==> src/rtl/der_rsa_private_key_parser_core_macros.svh <==
// Assertion macros shared by the RTL of the DER RSA key parser.
`ifndef DER_RSA_PRIVATE_KEY_PARSER_CORE_MACROS_SVH
`define DER_RSA_PRIVATE_KEY_PARSER_CORE_MACROS_SVH

// Consequent must hold in the same cycle as the antecedent.
`define DRPP_ASSERT_SAME(label, ante, cons, msg) \
    label: assert property (@(posedge i_clk) disable iff (!i_rst_n) \
        (ante) |-> (cons)) else $error(msg);

// Consequent must hold in the cycle after the antecedent.
`define DRPP_ASSERT_NEXT(label, ante, cons, msg) \
    label: assert property (@(posedge i_clk) disable iff (!i_rst_n) \
        (ante) |=> (cons)) else $error(msg);

`endif

==> src/rtl/drpp_pkg.sv <==
// Types, codes and constants of the DER RSA private key parser.
package drpp_pkg;

    // Field widths of the input and result words.
    localparam int DATA_W   = 8;
    localparam int STATUS_W = 3;
    localparam int FIELD_W  = 4;
    localparam int POS_W    = 9;
    localparam int ERR_W    = 3;
    localparam int ACC_W    = 32;

    // DER constants.
    localparam logic [7:0] TAG_SEQUENCE = 8'h30;
    localparam logic [7:0] TAG_INTEGER  = 8'h02;

    // Number of INTEGERs in an RSAPrivateKey.
    localparam int NUM_FIELDS = 9;

    // Parameter defaults.
    localparam int DEF_MAX_INT_BYTES = 512;
    localparam int DEF_MAX_LEN_BYTES = 4;

    // Parser phases.
    typedef enum logic [3:0] {
        PH_SEQ_TAG,
        PH_SEQ_LEN,
        PH_SEQ_LEN_EXT,
        PH_INT_TAG,
        PH_INT_LEN,
        PH_INT_LEN_EXT,
        PH_CONTENT,
        PH_TRAIL,
        PH_ERR
    } t_phase;

    // Result status codes.
    typedef enum logic [STATUS_W-1:0] {
        ST_HEADER,
        ST_CONTENT,
        ST_DONE,
        ST_ERROR,
        ST_IGNORED
    } t_status;

    // Error codes.
    typedef enum logic [ERR_W-1:0] {
        ERR_NONE,
        ERR_SEQ_TAG,
        ERR_LEN_LONG,
        ERR_SEQ_MISMATCH,
        ERR_INT_TAG,
        ERR_TRUNCATED,
        ERR_TOO_BIG
    } t_err;

    // One result word.
    typedef struct packed {
        t_status            status;
        logic [FIELD_W-1:0] field_index;
        logic [POS_W-1:0]   byte_position;
        logic [DATA_W-1:0]  value_byte;
        logic               field_last;
        t_err               error_code;
    } t_result;

endpackage

==> src/rtl/drpp_in_if.sv <==
// Input channel of the DER RSA key parser: one buffer byte per word.
interface drpp_in_if;
    import drpp_pkg::*;

    logic              valid;
    logic              ready;
    logic [DATA_W-1:0] data_byte;
    logic              end_of_buffer;

    modport source (output valid, output data_byte, output end_of_buffer, input ready);
    modport sink   (input valid, input data_byte, input end_of_buffer, output ready);
endinterface

==> src/rtl/drpp_out_if.sv <==
// Result channel of the DER RSA key parser: one result word per input byte.
interface drpp_out_if;
    import drpp_pkg::*;

    logic                valid;
    logic                ready;
    logic [STATUS_W-1:0] status;
    logic [FIELD_W-1:0]  field_index;
    logic [POS_W-1:0]    byte_position;
    logic [DATA_W-1:0]   value_byte;
    logic                field_last;
    logic [ERR_W-1:0]    error_code;

    modport source (output valid, output status, output field_index, output byte_position,
                    output value_byte, output field_last, output error_code, input ready);
    modport sink   (input valid, input status, input field_index, input byte_position,
                    input value_byte, input field_last, input error_code, output ready);
endinterface

==> src/rtl/der_rsa_private_key_parser_core.sv <==
// Streaming DER parser for a PKCS#1 RSAPrivateKey, one byte per word.
//
// i_in carries the key buffer one byte per word, with end_of_buffer set on the
// final byte. o_res returns exactly one result word per input word: header
// bytes, content bytes tagged with field index and little-endian position,
// ignored bytes, and on the final byte a done or error status.
// The first error is held until the final byte, where it is reported; the
// parser then re-arms for the next buffer on its own.
// A result word is registered and appears in the cycle after its byte is accepted.
// Throughput: one byte per cycle while the receiver keeps up; the phase update
// is combinational and sits between the accepted byte and the result register.
// If the receiver stalls, the result register holds its word and i_in.ready
// drops until that word is taken; a new byte is taken in the same cycle in
// which the waiting word leaves.
// Reset (i_rst_n low at a clock edge) returns the parser to expect a SEQUENCE
// tag and empties the result register.
// MAX_INT_BYTES bounds the accepted INTEGER length; MAX_LEN_BYTES bounds the
// number of long-form length bytes.
module der_rsa_private_key_parser_core #(
    parameter int MAX_INT_BYTES = drpp_pkg::DEF_MAX_INT_BYTES,
    parameter int MAX_LEN_BYTES = drpp_pkg::DEF_MAX_LEN_BYTES
) (
    input  logic i_clk,
    input  logic i_rst_n,
    drpp_in_if.sink    i_in,
    drpp_out_if.source o_res
);
    import drpp_pkg::*;

    `include "der_rsa_private_key_parser_core_macros.svh"

    localparam int CW = $clog2(MAX_INT_BYTES + 1);
    localparam int LW = $clog2(MAX_LEN_BYTES + 1);
    localparam int PW = (CW > POS_W) ? CW : POS_W;

    // Parser state.
    t_phase             r_phase,     n_phase;
    logic [ACC_W-1:0]   r_seq_rem,   n_seq_rem;
    logic [ACC_W-1:0]   r_acc,       n_acc;
    logic [LW-1:0]      r_left,      n_left;
    logic [FIELD_W-1:0] r_field,     n_field;
    logic [CW-1:0]      r_content,   n_content;
    t_err               r_err,       n_err;
    logic               r_done,      n_done;

    // Result register.
    t_result r_out, n_out;
    logic    r_out_valid;

    logic w_in_ready;
    logic w_accept;

    assign w_in_ready = !r_out_valid || o_res.ready;
    assign w_accept   = i_in.valid && w_in_ready;

    // Phase update and result word for the byte at the input.
    always_comb begin
        logic [DATA_W-1:0]  b;
        logic [ACC_W-1:0]   acc_next;
        logic [LW-1:0]      left_next;
        logic [ACC_W-1:0]   len_val;
        logic [FIELD_W-1:0] field_next;
        logic [PW-1:0]      pos_w;
        logic               fin_seq;
        logic               fin_int;
        logic               fld_done;
        logic               do_fail;
        t_err               fail_code;
        t_err               ec;

        b          = i_in.data_byte;
        n_phase    = r_phase;
        n_seq_rem  = r_seq_rem;
        n_acc      = r_acc;
        n_left     = r_left;
        n_field    = r_field;
        n_content  = r_content;
        n_err      = r_err;
        n_done     = r_done;
        fin_seq    = 1'b0;
        fin_int    = 1'b0;
        fld_done   = 1'b0;
        do_fail    = 1'b0;
        fail_code  = ERR_NONE;
        len_val    = '0;
        ec         = ERR_NONE;
        n_out      = '0;
        n_out.status     = ST_IGNORED;
        n_out.error_code = ERR_NONE;

        // Next step of a long-form length: saturate once it would exceed 32 bits.
        acc_next   = (r_acc[ACC_W-1:ACC_W-8] != 8'h00) ? '1 : {r_acc[ACC_W-9:0], b};
        left_next  = (r_left != '0) ? r_left - 1'b1 : r_left;
        field_next = r_field + 1'b1;
        pos_w      = PW'(r_content) - 1'b1;

        unique case (r_phase)
            PH_SEQ_TAG: begin
                n_out.status = ST_HEADER;
                if (b != TAG_SEQUENCE) begin
                    do_fail   = 1'b1;
                    fail_code = ERR_SEQ_TAG;
                end else begin
                    n_phase = PH_SEQ_LEN;
                end
            end
            PH_SEQ_LEN, PH_INT_LEN, PH_SEQ_LEN_EXT, PH_INT_LEN_EXT, PH_INT_TAG,
            PH_CONTENT, PH_TRAIL: begin
                if (r_phase == PH_SEQ_LEN || r_phase == PH_SEQ_LEN_EXT) begin
                    n_out.status = ST_HEADER;
                end else if (r_seq_rem == '0) begin
                    do_fail   = 1'b1;
                    fail_code = ERR_SEQ_MISMATCH;
                end else begin
                    n_seq_rem         = r_seq_rem - 1'b1;
                    n_out.field_index = r_field;
                    n_out.status      = ST_HEADER;
                end

                if (!do_fail) begin
                    // First length byte, short or long form.
                    if (r_phase == PH_SEQ_LEN || r_phase == PH_INT_LEN) begin
                        if (!b[7]) begin
                            n_acc   = {{(ACC_W-7){1'b0}}, b[6:0]};
                            len_val = n_acc;
                            fin_seq = (r_phase == PH_SEQ_LEN);
                            fin_int = (r_phase == PH_INT_LEN);
                        end else if ({25'b0, b[6:0]} > 32'(MAX_LEN_BYTES)) begin
                            do_fail   = 1'b1;
                            fail_code = ERR_LEN_LONG;
                        end else begin
                            n_acc  = '0;
                            n_left = LW'(b[6:0]);
                            if (b[6:0] == 7'd0) begin
                                len_val = '0;
                                fin_seq = (r_phase == PH_SEQ_LEN);
                                fin_int = (r_phase == PH_INT_LEN);
                            end else if (r_phase == PH_SEQ_LEN) begin
                                n_phase = PH_SEQ_LEN_EXT;
                            end else begin
                                n_phase = PH_INT_LEN_EXT;
                            end
                        end
                    end

                    // Further long-form length bytes.
                    if (r_phase == PH_SEQ_LEN_EXT || r_phase == PH_INT_LEN_EXT) begin
                        n_acc  = acc_next;
                        n_left = left_next;
                        if (left_next == '0) begin
                            len_val = acc_next;
                            fin_seq = (r_phase == PH_SEQ_LEN_EXT);
                            fin_int = (r_phase == PH_INT_LEN_EXT);
                        end
                    end

                    // INTEGER tag.
                    if (r_phase == PH_INT_TAG) begin
                        if (b != TAG_INTEGER) begin
                            do_fail   = 1'b1;
                            fail_code = ERR_INT_TAG;
                        end else begin
                            n_phase = PH_INT_LEN;
                        end
                    end

                    // Content byte, counted down to position zero.
                    if (r_phase == PH_CONTENT) begin
                        n_out.status        = ST_CONTENT;
                        n_out.byte_position = pos_w[POS_W-1:0];
                        n_out.value_byte    = b;
                        n_content           = r_content - 1'b1;
                        if (r_content == CW'(1)) begin
                            n_out.field_last = 1'b1;
                            fld_done         = 1'b1;
                        end
                    end

                    // Bytes after the last INTEGER but inside the SEQUENCE.
                    if (r_phase == PH_TRAIL) begin
                        n_out.status      = ST_IGNORED;
                        n_out.field_index = '0;
                    end
                end
            end
            PH_ERR: begin
                n_phase = PH_ERR;
            end
            default: begin
                n_phase = PH_ERR;
            end
        endcase

        // SEQUENCE length complete.
        if (fin_seq) begin
            n_seq_rem = len_val;
            n_field   = '0;
            n_phase   = PH_INT_TAG;
        end

        // INTEGER length complete.
        if (fin_int) begin
            if (len_val > 32'(MAX_INT_BYTES)) begin
                do_fail   = 1'b1;
                fail_code = ERR_TOO_BIG;
            end else begin
                n_content = CW'(len_val);
                if (len_val == '0) begin
                    fld_done = 1'b1;
                end else begin
                    n_phase = PH_CONTENT;
                end
            end
        end

        // Move on to the next INTEGER or to the trailing bytes.
        if (fld_done) begin
            n_field = field_next;
            if (field_next >= FIELD_W'(NUM_FIELDS)) begin
                n_done  = 1'b1;
                n_phase = PH_TRAIL;
            end else begin
                n_phase = PH_INT_TAG;
            end
        end

        // Hold the first error.
        if (do_fail) begin
            n_phase = PH_ERR;
            if (r_err == ERR_NONE) begin
                n_err = fail_code;
            end
        end

        // Once in error every byte is ignored.
        if (n_phase == PH_ERR) begin
            n_out        = '0;
            n_out.status = ST_IGNORED;
        end

        // Final byte: report the outcome and re-arm.
        if (i_in.end_of_buffer) begin
            if (n_err != ERR_NONE) begin
                ec = n_err;
            end else if (n_phase == PH_SEQ_TAG || n_phase == PH_SEQ_LEN ||
                         n_phase == PH_SEQ_LEN_EXT) begin
                ec = ERR_TRUNCATED;
            end else if (n_seq_rem != '0) begin
                ec = ERR_SEQ_MISMATCH;
            end else if (!n_done) begin
                ec = ERR_TRUNCATED;
            end
            if (ec != ERR_NONE) begin
                n_out            = '0;
                n_out.status     = ST_ERROR;
                n_out.error_code = ec;
            end else begin
                n_out.status = ST_DONE;
            end
            n_phase   = PH_SEQ_TAG;
            n_seq_rem = '0;
            n_acc     = '0;
            n_left    = '0;
            n_field   = '0;
            n_content = '0;
            n_err     = ERR_NONE;
            n_done    = 1'b0;
        end
    end

    // Parser state registers.
    always_ff @(posedge i_clk) begin
        if (!i_rst_n) begin
            r_phase   <= PH_SEQ_TAG;
            r_seq_rem <= '0;
            r_acc     <= '0;
            r_left    <= '0;
            r_field   <= '0;
            r_content <= '0;
            r_err     <= ERR_NONE;
            r_done    <= 1'b0;
        end else if (w_accept) begin
            r_phase   <= n_phase;
            r_seq_rem <= n_seq_rem;
            r_acc     <= n_acc;
            r_left    <= n_left;
            r_field   <= n_field;
            r_content <= n_content;
            r_err     <= n_err;
            r_done    <= n_done;
        end
    end

    // Result register valid flag.
    always_ff @(posedge i_clk) begin
        if (!i_rst_n) begin
            r_out_valid <= 1'b0;
        end else if (w_accept) begin
            r_out_valid <= 1'b1;
        end else if (o_res.ready) begin
            r_out_valid <= 1'b0;
        end
    end

    // Result register payload.
    always_ff @(posedge i_clk) begin
        if (w_accept) begin
            r_out <= n_out;
        end
    end

    // Port drive.
    assign i_in.ready          = w_in_ready;
    assign o_res.valid         = r_out_valid;
    assign o_res.status        = r_out.status;
    assign o_res.field_index   = r_out.field_index;
    assign o_res.byte_position = r_out.byte_position;
    assign o_res.value_byte    = r_out.value_byte;
    assign o_res.field_last    = r_out.field_last;
    assign o_res.error_code    = r_out.error_code;

    // Checks on the parser state and the result word.
    `DRPP_ASSERT_SAME(a_content_nonzero, r_phase == PH_CONTENT, r_content != '0, "content phase with no bytes left")
    `DRPP_ASSERT_SAME(a_err_latched, r_phase == PH_ERR, r_err != ERR_NONE, "error phase without a held error")
    `DRPP_ASSERT_NEXT(a_rearm, w_accept && i_in.end_of_buffer, r_phase == PH_SEQ_TAG && r_err == ERR_NONE && !r_done, "parser did not re-arm after the final byte")
    `DRPP_ASSERT_SAME(a_code_status, r_out_valid, (r_out.status == ST_ERROR) == (r_out.error_code != ERR_NONE), "error code does not match status")

endmodule

==> src/flat_wrapper.sv <==
// flat-port wrapper written by rule: the top's interface ports become plain ports
module der_rsa_private_key_parser_core_flat import drpp_pkg::*;
#(
    parameter int MAX_INT_BYTES = drpp_pkg::DEF_MAX_INT_BYTES,
    parameter int MAX_LEN_BYTES = drpp_pkg::DEF_MAX_LEN_BYTES
)
  (i_clk, i_rst_n, i_in_valid, i_in_data_byte, i_in_end_of_buffer, i_in_ready, o_res_valid, o_res_status, o_res_field_index, o_res_byte_position, o_res_value_byte, o_res_field_last, o_res_error_code, o_res_ready);
  drpp_in_if i_in_i ();
  drpp_out_if o_res_i ();
  input  logic i_clk;
  input  logic i_rst_n;
  input wire logic [$bits(i_in_i.valid)-1:0] i_in_valid;
  input wire logic [$bits(i_in_i.data_byte)-1:0] i_in_data_byte;
  input wire logic [$bits(i_in_i.end_of_buffer)-1:0] i_in_end_of_buffer;
  output wire logic [$bits(i_in_i.ready)-1:0] i_in_ready;
  output wire logic [$bits(o_res_i.valid)-1:0] o_res_valid;
  output wire logic [$bits(o_res_i.status)-1:0] o_res_status;
  output wire logic [$bits(o_res_i.field_index)-1:0] o_res_field_index;
  output wire logic [$bits(o_res_i.byte_position)-1:0] o_res_byte_position;
  output wire logic [$bits(o_res_i.value_byte)-1:0] o_res_value_byte;
  output wire logic [$bits(o_res_i.field_last)-1:0] o_res_field_last;
  output wire logic [$bits(o_res_i.error_code)-1:0] o_res_error_code;
  input wire logic [$bits(o_res_i.ready)-1:0] o_res_ready;
  assign i_in_i.valid = i_in_valid;
  assign i_in_i.data_byte = i_in_data_byte;
  assign i_in_i.end_of_buffer = i_in_end_of_buffer;
  assign i_in_ready = i_in_i.ready;
  assign o_res_valid = o_res_i.valid;
  assign o_res_status = o_res_i.status;
  assign o_res_field_index = o_res_i.field_index;
  assign o_res_byte_position = o_res_i.byte_position;
  assign o_res_value_byte = o_res_i.value_byte;
  assign o_res_field_last = o_res_i.field_last;
  assign o_res_error_code = o_res_i.error_code;
  assign o_res_i.ready = o_res_ready;
  der_rsa_private_key_parser_core #(.MAX_INT_BYTES(MAX_INT_BYTES), .MAX_LEN_BYTES(MAX_LEN_BYTES)) u_core (.i_clk(i_clk), .i_rst_n(i_rst_n), .i_in(i_in_i), .o_res(o_res_i));
endmodule
==> config.mk <==
export PLATFORM = sky130hd
export DESIGN_NAME = der_rsa_private_key_parser_core_flat
export DESIGN_NICKNAME = d
export VERILOG_FILES = /design/src/rtl/drpp_pkg.sv /design/src/rtl/drpp_in_if.sv /design/src/rtl/drpp_out_if.sv /design/src/rtl/der_rsa_private_key_parser_core.sv /design/src/flat_wrapper.sv
export VERILOG_INCLUDE_DIRS = /design/src /design/src/rtl
export SDC_FILE = /design/constraint.sdc
export NUM_CORES = 1
export LEC_CHECK = 0
export BUFFER_PORTS_ARGS = -buffer_cell sky130_fd_sc_hd__buf_2
export CAP_MARGIN = 20
export CELL_PAD_IN_SITES_DETAIL_PLACEMENT = 1
export CELL_PAD_IN_SITES_GLOBAL_PLACEMENT = 1
export CORE_AREA = 2 2 183 185
export CTS_CLUSTER_DIAMETER = 50
export DETAILED_ROUTE_END_ITERATION = 16
export DIE_AREA = 0 0 185 187
export GPL_TIMING_DRIVEN = 0
export PLACE_DENSITY_LB_ADDON = 0.1
export SETUP_SLACK_MARGIN = 0.1
export SYNTH_ARGS = -nofsm -noshare
export SYNTH_HDL_FRONTEND = slang
export SYNTH_SLANG_ARGS = --single-unit
==> constraint.sdc <==
create_clock -name i_clk -period 7.05 [get_ports i_clk]
set_input_delay 0.3525 -clock i_clk [delete_from_list [all_inputs] [get_ports i_clk]]
set_output_delay 0.3525 -clock i_clk [all_outputs]
set_load 0.02 [all_outputs]
==> results of run 1 <==
## worst min path at each step
| stage | start | end | cells past startpoint |
|---|---|---|---|
| 6_report | i_in_end_of_buffer | u_core.o_res.status[1]$_SDFFCE_PP1P_ | 1 |
| 5_1_grt | i_in_end_of_buffer | u_core.o_res.status[1]$_SDFFCE_PP1P_ | 1 |
| 4_1_cts | i_in_end_of_buffer | u_core.o_res.status[1]$_SDFFCE_PP1P_ | 1 |
| 3_5_place_dp | u_core.r_acc[26]$_SDFFE_PN0P_ | u_core.r_acc[26]$_SDFFE_PN0P_ | 2 |
| 3_3_place_gp | u_core.r_acc[26]$_SDFFE_PN0P_ | u_core.r_acc[26]$_SDFFE_PN0P_ | 2 |
| 2_1_floorplan | u_core.r_acc[27]$_SDFFE_PN0P_ | u_core.r_acc[27]$_SDFFE_PN0P_ | 2 |
## metal layers
layer  global-route usage (%)  vias to the layer above  wire length, microns
li1                         -                     3706                     -
met1                     27.1                     3811                 16300
met2                     33.1                      139                 16200
met3                     3.27                       39                   853
met4                     7.11                        0                   841
met5                        0                        -                     0
## power by group through the flow
stage | clock, mW | sequential [mW] | combinational [mW]
after detailed placement | 0 | 0.721 | 0.126
final | 0.974 | 0.706 | 0.125
after global routing | 1.03 | 0.707 | 0.134
after global placement | 0 | 0.721 | 0.125
after CTS | 0.999 | 0.706 | 0.126
after floorplan | 0 | 0.732 | 0.0585
## through the flow
step                      worst slack [ps]  cell area [sq um]  util (%)
after global routing                  1710               9130      27.8
after CTS                             2070               9130      27.8
after detailed placement              2100               8490      25.8
final                                 1970               9130      27.8
after global placement                1800               8490      25.8
after floorplan                       3010               7730         -
## final cells by class
| class | instances | area share [%] |
|---|---|---|
| multi-input cells | 761 | 51.7 |
| flip-flops and latches | 118 | 29.0 |
| well taps | 448 | 6.14 |
| clock buffers | 19 | 5.21 |
| plain buffers | 77 | 3.32 |
| repair buffers | 39 | 2.17 |
| clock inverters | 13 | 1.73 |
| inverters | 18 | 0.754 |
## cell usage after synthesis (4+ instances only)
cell type | instances | share of area (%)
a211oi_1 | 6 | 0.58
a21boi_0 | 47 | 4.6
a21o_1 | 5 | 0.49
a21oi_1 | 30 | 1.9
a22oi_1 | 28 | 2.7
a31oi_1 | 7 | 0.57
a32oi_1 | 4 | 0.45
and2_1 | 6 | 0.49
buf_2 | 5 | 0.32
clkbuf_1 | 68 | 3.3
dfxtp_1 | 90 | 23
edfxtp_1 | 28 | 11
ha_1 | 9 | 1.5
inv_1 | 17 | 0.82
mux2i_1 | 8 | 1.0
nand2_1 | 102 | 4.9
nand2b_1 | 5 | 0.40
nand3_1 | 23 | 1.5
nand3b_1 | 13 | 1.3
nand4_1 | 18 | 1.5
nor2_1 | 85 | 4.1
nor2b_1 | 44 | 3.6
nor3_1 | 43 | 2.8
nor3_2 | 7 | 0.91
nor3b_1 | 7 | 0.68
nor4_1 | 15 | 1.2
o211ai_1 | 36 | 3.5
o21a_1 | 15 | 1.5
o21ai_0 | 60 | 3.9
o311ai_0 | 4 | 0.45
o31ai_1 | 10 | 0.97
o41ai_1 | 5 | 0.57
or2_2 | 8 | 0.65
or3_1 | 12 | 0.97
or4_1 | 15 | 1.5
xnor2_1 | 22 | 2.5
xor2_1 | 12 | 1.4
## flip-flops by register name, summed over array words and instances (netlist names)
signal / flops
u_core.o_res.field_index: 4
u_core.r_field: 4
u_core.r_acc: 32
u_core.r_left: 3
u_core.o_res.field_last: 1
u_core.r_content: 10
u_core.o_res.value_byte: 8
u_core.r_phase: 4
u_core.o_res.valid: 1
u_core.o_res.status: 3
u_core.r_seq_rem: 32
u_core.r_err: 3
u_core.o_res.byte_position: 9
u_core.o_res.error_code: 3
u_core.r_done: 1
## placed cells by master (no fill, tap or decap), types with 17 or more instances in the layout
master,instances
a21oi_1,30
a22oi_1,28
nor3_1,43
o211ai_1,36
nand3_1,23
dfxtp_1,90
inv_1,17
edfxtp_1,28
nor2_1,85
buf_2,43
nand4_1,18
nor2b_1,44
o21ai_0,60
nand2_1,102
clkbuf_1,68
xnor2_1,22
a21boi_0,47
clkbuf_16,19
## cells by family (layout without fill, tap and decap cells)
logic type,Yosys count,in the layout
xor+xnor,34,34
buf+inv,95,166
fa+ha+maj,9,9
flops,118,118
mux,9,9
compound gates,290,290
simple gates,419,419
## critical path, cell delays in order, from the launching register on
cell	delay, ps
dfxtp_1	300
clkbuf_1	210
or4_1	530
buf_2	170
nor3_2	580
nand3_1	560
nand4_1	270
xnor2_1	110
or4_1	480
a221oi_1	280
nand4_1	370
o41a_1	630
buf_6	200
a21o_1	150
==> impl_results.md, run 1 <==
* Outcome: finished clean
* Post-synthesis compound-gate area fraction at 26.1%
* Setup-failing EPs final at 0
* CP startpoint kind: flip-flop
* Least-Margin Pin Slew at 1010 ps
* Final hold violation count at 0
* Worst-path maximum fanout at 10
* Number of fill cells at 4002
* First-pass GRT wire length at 51800 microns
* Synth async-reset ratio at 0%
* FP Rows at 67
* H-tree depth at 4
* Share of layout cells above drive strength 1 at 10.1%
* Footprint of the multi-input gates at 0.00472 sq mm
* Main synth FF type: dfxtp_1
* Vias at 7695
* Vias in the first global route at 7904
* Final worst-path cycle share at 72.1%
* Placed Instances at 1461
* Combinational power share at 6.9%
* Tmin final at 5080 ps
* RePlAce Congestion at 0.837
* Die X at 185 microns
* Clock Tree Root: clkbuf_16
* Post-synthesis sequential area ratio at 34.2%
* DRC viols at 0
* Area of the die at 0.0346 sq mm
* Clock Power Share at 54.0%
* Chip Height at 187 microns
* Net switching power at 499 uW
* R2r setup slk at 1970 ps
* Starting density of the core at 23.5%
* Total congestion overflow at 0
* Synthesized area at 0.00773 sq mm
* Register bit total from synthesis at 118
* Number of clock sinks at 118
* Synth Area in Adders at 1.46%
* CP endpoint: u_core.o_res.status[0]$_DFFE_PP_
* CTS tree: built
* CP startpoint: u_core.r_seq_rem[15]$_SDFFE_PN0P_
* 1st-iter DRT viols at 497
* Total global-route track usage at 20.3%
* Simple-gate share of the synthesized area at 28.5%
* Reg area at 0.00264 sq mm
* Setup Crit Path Kind: reg -> reg
* Syn avg cell area at 7.94 sq um
* Crit end category: flip-flop
* Total Nets Final at 1054
* Largest net degree at the start of global routing at 38
* Avg WL per Cell at 22.9 microns
* FMAX at 197 MHz
* RR Endpoint: u_core.o_res.status[0]$_DFFE_PP_
* Crit path arrival time at 5300 ps
* Synth warn at 0
* Tot Pwr at 1.81 mW
* Area grow syn2layout at 18.0%
* Net count after synthesis at 996
* Type of the most critical hold path: in -> reg
* DRT antenna net count at 0
* Post-Route WL at 34200 microns
* Reg2reg start: u_core.r_seq_rem[15]$_SDFFE_PN0P_
* Setup TNS at 0 ps
* XOR/XNOR share of the synthesized area at 3.85%
* Core area at 0.0329 sq mm
* Post-cts sizing count at 0
* Port buffer count at 38
* Reg power frac at 39.1%
* Maximum Capacitance Violations at 0
* Reg2reg path depth at 13
* Ant. Diodes at 0
* Pins Over Slew Limit at 0
* Detailed Routing Iterations Pass 1 at 4
* Sw Ratio at 27.6%
* Initial antenna violation count at 0
* Finished Layout Cells at 1493
* Clock Tree Buf Depth at 2
* HPWL after DPL at 26000 microns
* Num CTS Buffers at 17
* Internal at 1.31 mW
* Leakage at 2.97 nW
* Power Dens Cells at 198 mW/mm^2
* Worst EP required at 7260 ps
* VDD IR max at 0.000173 V
* Fin Clk Skew at 13.6 ps
* Max transition margin at 32.0%
* Worst hold slack at 99.3 ps
* IO Pins at 43
* Setup Fix Bufs, Post-CTS at 0
* Cells after synthesis at 974
* RSZ-0062 raised after global routing: false
* Post-synth EDFFs at 28
* Post-CTS Hold Fix Bufs at 0
* Synth cell types at 74
* Combinational family with the most area after synthesis: simple AND/OR/NAND/NOR gates
* Clk slew on worst S/H paths at 70 ps
* Vias per inst at 5.15
* Worst-skew pair later-pin latency at 450 ps
* Post-synthesis mux area share at 1.18%
(Power assumes the default switching activity.)
==> inputs of run 2 (changes only) <==
--- a/config.mk
+++ b/config.mk
@@ -6,14 +6,15 @@
 export SDC_FILE = /design/constraint.sdc
 export NUM_CORES = 1
 export LEC_CHECK = 0
+export ABC_AREA = 1
 export BUFFER_PORTS_ARGS = -buffer_cell sky130_fd_sc_hd__buf_2
 export CAP_MARGIN = 20
 export CELL_PAD_IN_SITES_DETAIL_PLACEMENT = 1
 export CELL_PAD_IN_SITES_GLOBAL_PLACEMENT = 1
-export CORE_AREA = 2 2 183 185
+export CORE_AREA = 2 2 187 189
 export CTS_CLUSTER_DIAMETER = 50
 export DETAILED_ROUTE_END_ITERATION = 16
-export DIE_AREA = 0 0 185 187
+export DIE_AREA = 0 0 189 191
 export GPL_TIMING_DRIVEN = 0
 export PLACE_DENSITY_LB_ADDON = 0.1
 export SETUP_SLACK_MARGIN = 0.1
==> constraint.sdc (replaced) <==
create_clock -name i_clk -period 4.6 [get_ports i_clk]
set_input_delay 0.23 -clock i_clk [delete_from_list [all_inputs] [get_ports i_clk]]
set_output_delay 0.23 -clock i_clk [all_outputs]
set_load 0.02 [all_outputs]
==> run 2 against run 1 <==
Compared with the run above:
- power up 47%
- synthesized area is 4.2% higher
- largest power group unchanged
- global-route usage shrank 1.3 points
- sequential cell count did not move
- via count up 11%
==> impl_results.md, run 2 <==
* Outcome: finished clean
* Synth cell types at 42 (-43%)
* Top cells by area, synth: dfxtp_1 (22%), nand2_1 (19%), edfxtp_1 (10%)
* DRC viols at 0 (unchanged)
* Clock Power Share at 51.0% (-3.0 points)
* Type of the most critical hold path: in -> reg
* Vias in the first global route at 8675 (+9.8%)
* Busiest grt layer: met2
* Synthesized area at 0.00806 sq mm (+4.2%)
* Cells after synthesis at 1290 (+32%)
* Net count after synthesis at 1312 (+32%)
* Post-synthesis sequential area ratio at 32.8% (-1.4 points)
* Vias per inst at 4.69 (-9.0%)
* 1st-iter DRT viols at 413 (-17%)
* Post-Route WL at 33300 microns (-2.7%)
* Share of layout cells above drive strength 1 at 11.3% (+1.1 points)
* Commonest non-fill, non-tap cell in the layout: nand2_1
* Post-synth EDFFs at 28 (unchanged)
* Clock Tree Buf Depth at 2 (unchanged)
* VDD IR max at 0.000261 V (+51%)
* Synth Area in Adders at 1.40% (-0.058 points)
* Internal at 1.97 mW (+51%)
* Starting density of the core at 23.6% (+0.080 points)
* Port buffer count at 42 (+11%)
* Top cell type by total area after synthesis: dfxtp_1
* Worst-path maximum fanout at 10 (unchanged)
* Total global-route track usage at 19.0% (-1.3 points)
* Met2 usage at 29.8% (-3.3 points)
* Combinational power share at 7.9% (+1.0 points)
* Setup Crit Path Kind: reg -> reg
* Initial antenna violation count at 0 (unchanged)
* Power Dens Cells at 280 mW/mm^2 (+42%)
* Main synth FF type: dfxtp_1
* Leakage at 4.26 nW (+44%)
* RSZ-0062 raised after global routing: false
* Chip Height at 191 microns (+2.1%)
* Setup WS pre-CTS at 33.7 ps (-2060 ps)
* Core area at 0.0341 sq mm (+3.8%)
* CP startpoint kind: flip-flop
* DRT antenna net count at 0 (unchanged)
* CTS tree: built
* Max transition margin at 37.8% (+5.8 points)
* Maximum Capacitance Violations at 0 (unchanged)
* Vias at 8543 (+11%)
* Total Nets Final at 1377 (+31%)
* Post-synthesis mux area share at 0% (-1.2 points)
* XOR/XNOR share of the synthesized area at 1.09% (-2.8 points)
* Sw Ratio at 26.0% (-1.7 points)
* Yosys top cell area share at 22.4% (-0.93 points)
* Reg2reg start: u_core.r_left[0]$_SDFFE_PN0P_
* Ant. Diodes at 0 (unchanged)
* Die X at 189 microns (+2.2%)
* Largest net degree at the start of global routing at 24 (-37%)
* Crit end category: flip-flop
* Hold depth at 4 (+3)
* Num CTS Buffers at 17 (unchanged)
* Final WS setup at 550 ps (-1420 ps)
* Crit path arrival time at 4340 ps (-960 ps)
* Syn avg cell area at 6.25 sq um (-21%)
* Post-synthesis compound-gate area fraction at 15.8% (-10 points)
* Biggest regs: u_core.r_acc x32, u_core.r_seq_rem x32, u_core.r_content x10
* H-tree depth at 4 (unchanged)
* Total congestion overflow at 0 (unchanged)
* Hold EP: u_core.o_res.valid$_SDFFE_PN0P_
* First-pass GRT wire length at 52000 microns (+0.29%)
* Simple-gate share of the synthesized area at 39.1% (+11 points)
* Final worst-path cycle share at 88.1% (+16 points)
* Least-Margin Pin Slew at 926 ps (-86.4 ps)
* FP Rows at 68 (+1.5%)
* Detailed Routing Iterations Pass 1 at 5 (+1)
* Final hold violation count at 0 (unchanged)
* Pins Over Slew Limit at 0 (unchanged)
* Area grow syn2layout at 17.8%
* Synth async-reset ratio at 0% (unchanged)
* Clock Tree Root: clkbuf_16
* Tmin final at 4050 ps (-1030 ps)
* RePlAce Congestion at 0.816 (-2.5%)
* HPWL after DPL at 26500 microns (+2.0%)
* Clk slew on worst S/H paths at 60 ps (about the same)
* Min-delay src: o_res_ready
* Number of clock sinks at 118 (unchanged)
* Worst hold slack at 118 ps (+18.6 ps)
* Setup TNS at 0 ps (unchanged)
* Net switching power at 690 uW (+38%)
* Combinational family with the most area after synthesis: simple AND/OR/NAND/NOR gates
* IO Pins at 43 (unchanged)
* Worst EP required at 4890 ps (-2370 ps)
* Register bit total from synthesis at 118 (unchanged)
* R2r setup slk at 550 ps (-1420 ps)
* M3 GR Usage at 2.99% (-0.28 points)
* Area of the die at 0.0361 sq mm (+4.3%)
* Post-synth top cells: nand2_1 (413), inv_1 (137), nor2_1 (132)
* Global routing usage on met1 at 27.0% (-0.11 points)
* Reg2reg path depth at 24 (+11)
* Highest-count cells in the layout ignoring fill and taps: nand2_1 (413), inv_1 (137), nor2_1 (131), a21oi_1 (104), nand3_1 (104)
* Reg power frac at 41.1% (+2.0 points)
* Setup-failing EPs final at 0 (unchanged)
* Synth warn at 0 (unchanged)
* Worst-skew pair later-pin latency at 440 ps (about the same)
* Fin Clk Skew at 14.5 ps (+0.857 ps)
* RR Endpoint: u_core.o_res.byte_position[5]$_DFFE_PP_
* FMAX at 247 MHz (+25%)
* Most common cell in the synthesized netlist: nand2_1
* Avg WL per Cell at 18.3 microns (-20%)
run 2: worst max path at each step:
stage          depth (start not counted)                                       to                     startpoint
5_1_grt                               25  u_core.o_res.byte_position[5]$_DFFE_PP_  u_core.r_left[0]$_SDFFE_PN0P_
2_1_floorplan                         27  u_core.o_res.byte_position[0]$_DFFE_PP_  u_core.r_left[0]$_SDFFE_PN0P_
3_5_place_dp                          24     u_core.o_res.value_byte[2]$_DFFE_PP_  u_core.r_left[0]$_SDFFE_PN0P_
3_3_place_gp                          21     u_core.o_res.value_byte[2]$_DFFE_PP_  u_core.r_left[0]$_SDFFE_PN0P_
6_report                              24  u_core.o_res.byte_position[5]$_DFFE_PP_  u_core.r_left[0]$_SDFFE_PN0P_
4_1_cts                               24  u_core.o_res.byte_position[5]$_DFFE_PP_  u_core.r_left[0]$_SDFFE_PN0P_
run 2: final cells by class:
| type | count | area, sq um |
|---|---|---|
| well taps | 455 | 569 |
| flip-flops and latches | 118 | 2640 |
| multi-input cells | 972 | 4650 |
| repair buffers | 46 | 263 |
| clock inverters | 7 | 65.1 |
| clock buffers | 24 | 514 |
| fillers | 4391 | 24600 |
| inverters | 146 | 548 |
| plain buffers | 54 | 246 |
run 2: per-stage QoR:
| stage | power, mW | std cells | area (sq um) | util, % |
|---|---|---|---|---|
| after floorplan | 1.24 | 1290 | 8060 | - |
| after global placement | 1.32 | 1787 | 8840 | 25.9 |
| after detailed placement | 1.33 | 1788 | 8860 | 26.0 |
| after CTS | 2.69 | 1822 | 9470 | 27.8 |
| after global routing | 2.76 | 1822 | 9490 | 27.8 |
| final | 2.66 | 1822 | 9490 | 27.8 |
run 2: kinds of logic (layout without fill, tap and decap cells):
group,count (synthesis),after routing
AND/OR/NAND/NOR,738,738
AO/OA/AOI/OAI,215,215
buffers and inverters,200,277
adder cells (fa/ha/maj),9,9
flip-flops,118,118
XOR/XNOR,10,10
run 2: critical path, stage by stage, from the launching register on:
cell and delay, ps:
dfxtp_1 350, inv_1 70, ha_1 220, ha_1 250, nand2_1 80, inv_1 40, nor2_1 210, nand3_4 180
o22ai_4 300, buf_4 180, buf_2 240, nand2_1 190, nand2_1 110, nand2_1 50, nor2_1 120, nand2_1 80
nor2_2 160, nand3_2 180, nor2b_1 190, nand2_1 50, nand2_1 70, nor2_1 130, nand2_2 120, buf_6 190
a21oi_2 130
run 2: metal layers:
layer  vias up  routed length, microns
met2        95                   14600
li1       4330                       -
met3        20                     775
met1      4098                   17400
met4         0                     432
met5         -                       0
run 2: timing repair:
item,4_1_cts,5_1_grt
pin swaps,1,0
buffers inserted,2,0
gates cloned,0,0
hold buffers,1,0
endpoints found under the setup margin,22,24
gates resized for setup,0,7
endpoints found under the hold margin,1,0
run 2: power groups by stage:
stage / registers, mW / logic (mW) / clock network (mW)
after global routing: 1.09 / 0.233 / 1.44
final: 1.09 / 0.209 / 1.36
after detailed placement: 1.11 / 0.212 / 0
after floorplan: 1.13 / 0.110 / 0
after CTS: 1.09 / 0.214 / 1.39
after global placement: 1.11 / 0.207 / 0
==> inputs of run 3 (changes only) <==
--- a/config.mk
+++ b/config.mk
@@ -7,7 +7,6 @@
 export NUM_CORES = 1
 export LEC_CHECK = 0
 export ABC_AREA = 1
-export BUFFER_PORTS_ARGS = -buffer_cell sky130_fd_sc_hd__buf_2
 export CAP_MARGIN = 20
 export CELL_PAD_IN_SITES_DETAIL_PLACEMENT = 1
 export CELL_PAD_IN_SITES_GLOBAL_PLACEMENT = 1
@@ -15,9 +14,12 @@
 export CTS_CLUSTER_DIAMETER = 50
 export DETAILED_ROUTE_END_ITERATION = 16
 export DIE_AREA = 0 0 189 191
+export DONT_BUFFER_PORTS = 1
 export GPL_TIMING_DRIVEN = 0
 export PLACE_DENSITY_LB_ADDON = 0.1
+export RECOVER_POWER = 100
 export SETUP_SLACK_MARGIN = 0.1
+export SKIP_LAST_GASP = 1
 export SYNTH_ARGS = -nofsm -noshare
 export SYNTH_HDL_FRONTEND = slang
 export SYNTH_SLANG_ARGS = --single-unit
==> run 3 against run 2 <==
Compared with the run above:
- clock skew shrank 6.1 ps
- clock-buffer cell count stayed put
- power grew 1.6%
- die area unchanged
- global-route usage is 0.16 points higher
- setup slack worse by 120 ps
- non-clock buffer count is 42 lower
- clock power grew 5%
- sequential power barely moved
- highest routed layer unchanged
- largest cell class unchanged
- first-iteration DRC count shrank 16%
- largest power group unchanged
==> impl_results.md, run 3 (synthesis results as in run 2) <==
* Clk slew on worst S/H paths at 60 ps (about the same)
* Hold depth at 2 (-2)
* Num CTS Buffers at 17 (unchanged)
* Area of the die at 0.0361 sq mm (unchanged)
* H-tree depth at 4 (unchanged)
* Reg2reg start: u_core.r_left[0]$_SDFFE_PN0P_
* Starting density of the core at 23.6% (unchanged)
* Area grow syn2layout at 14.3%
* Total Nets Final at 1335 (-3.1%)
* Pins Over Slew Limit at 0 (unchanged)
* RePlAce Congestion at 0.819 (+0.47%)
* Highest-count cells in the layout ignoring fill and taps: nand2_1 (413), inv_1 (138), nor2_1 (133), a21oi_1 (122), nand3_1 (104)
* Core area at 0.0341 sq mm (unchanged)
* CTS tree: built
* Worst EP required at 4880 ps (about the same)
* FP Rows at 68 (unchanged)
* Commonest non-fill, non-tap cell in the layout: nand2_1
* Number of clock sinks at 118 (unchanged)
* Tmin final at 4170 ps (+117 ps)
* Min-delay src: i_in_data_byte[5]
* Crit path arrival time at 4440 ps (+100 ps)
* Final hold violation count at 0 (unchanged)
* Avg WL per Cell at 18.9 microns (+3.3%)
* Fin Clk Skew at 8.43 ps (-6.07 ps)
* Clock Tree Buf Depth at 2 (unchanged)
* Max transition margin at 10.3% (-28 points)
* Vias at 8415 (-1.5%)
* Vias in the first global route at 8673 (-0.023%)
* Power Dens Cells at 293 mW/mm^2 (+4.8%)
* CP max stage delay at 350 ps (about the same)
* FMAX at 240 MHz (-2.8%)
* Tot Pwr at 2.70 mW (+1.6%)
* VDD IR max at 0.000200 V (-23%)
* Biggest regs: u_core.r_acc x32, u_core.r_seq_rem x32, u_core.r_content x10
* Port buffer count at 0 (-100%)
* Post-Route WL at 33600 microns (+0.93%)
* Total global-route track usage at 19.1% (+0.16 points)
* Final worst-path cycle share at 90.6% (+2.6 points)
* Die X at 189 microns (unchanged)
* Outcome: finished clean
* Worst-path maximum fanout at 10 (unchanged)
* DRT antenna net count at 0 (unchanged)
* Largest net degree at the start of global routing at 25 (+4.2%)
* RSZ-0062 raised after global routing: false
* Setup TNS at 0 ps (unchanged)
* CP startpoint: u_core.r_left[0]$_SDFFE_PN0P_
* Share of layout cells above drive strength 1 at 6.71% (-4.6 points)
* IO Pins at 43 (unchanged)
* HPWL after DPL at 26700 microns (+0.62%)
* Reg2reg path depth at 25 (+4.2%)
* Worst-skew pair later-pin latency at 440 ps (about the same)
* First-pass GRT wire length at 52200 microns (+0.44%)
* Ant. Diodes at 0 (unchanged)
* Worst path slowest cell: dfxtp_1
* CP startpoint kind: flip-flop
* Setup Crit Path Kind: reg -> reg
* 1st-iter DRT viols at 347 (-16%)
* Vias per inst at 4.72 (+0.77%)
* Detailed Routing Iterations Pass 1 at 4 (-1)
* DRC viols at 0 (unchanged)
* Crit-path most repeated cell: nand2_1
* Initial antenna violation count at 0 (unchanged)
* Chip Height at 191 microns (unchanged)
* Leakage at 4.08 nW (-4.1%)
* Crit end category: flip-flop
* Least-Margin Pin Slew at 1350 ps (+420 ps)
* Setup-failing EPs final at 0 (unchanged)
* Clock Tree Root: clkbuf_16
* Type of the most critical hold path: in -> reg
* Maximum Capacitance Violations at 0 (unchanged)
* Total congestion overflow at 0 (unchanged)
-- run 3: through the flow --
step | worst slack (ps) | cells | hold WS (ps) | cell area (sq um) | util, %
after floorplan | 1370 | 1290 | 329 | 8060 | -
after global placement | 17.0 | 1745 | 329 | 8630 | 25.3
after detailed placement | -92.1 | 1746 | 329 | 8650 | 25.4
after CTS | 111 | 1781 | 8.68 | 9290 | 27.2
after global routing | 76.9 | 1781 | 22.6 | 9210 | 27.0
final | 432 | 1781 | 36.7 | 9210 | 27.0
-- run 3: critical path: cells and delay by family (launching register included) --
family	cells	cell delay (ps)
simple gates	16	2000
buf+inv	5	730
fa+ha+maj	2	460
compound gates	2	460
flops	1	350
-- run 3: worst paths after layout --
| kind | end | slack [ps] |
|---|---|---|
| max | u_core.o_res.byte_position[1]$_DFFE_PP_ | 430 |
| min reg2reg | u_core.r_acc[0]$_SDFFE_PN0P_ | 450 |
| min | u_core.o_res.value_byte[5]$_DFFE_PP_ | 40 |
| max reg2reg | u_core.o_res.byte_position[1]$_DFFE_PP_ | 430 |
-- run 3: area by class of cell --
class	count	area, sq um
Buffer	54	246
Clock buffer	24	493
Clock inverter	8	121
Fill cell	4320	24900
Inverter	146	548
Multi-Input combinational cell	972	4560
Sequential cell	118	2640
Tap cell	455	569
Timing Repair Buffer	4	28.8
-- run 3: metal layers --
metal	GRT usage [%]	routed length [microns]
met1	26.6	17300
met2	30.9	14900
met3	3.21	934
met4	4.57	436
met5	0	0
-- run 3: where the power goes --
part	internal (mW)	switching [mW]
clock network	0.911	0.515
logic	0.0359	0.127
registers	1.09	0.0263
-- run 3: timing repair --
action	CTS	global route
buffers inserted	2	0
hold buffers	1	0
pin swaps	1	0
gates resized for setup	0	5
endpoints found under the hold margin	1	0
endpoints found under the setup margin	24	24
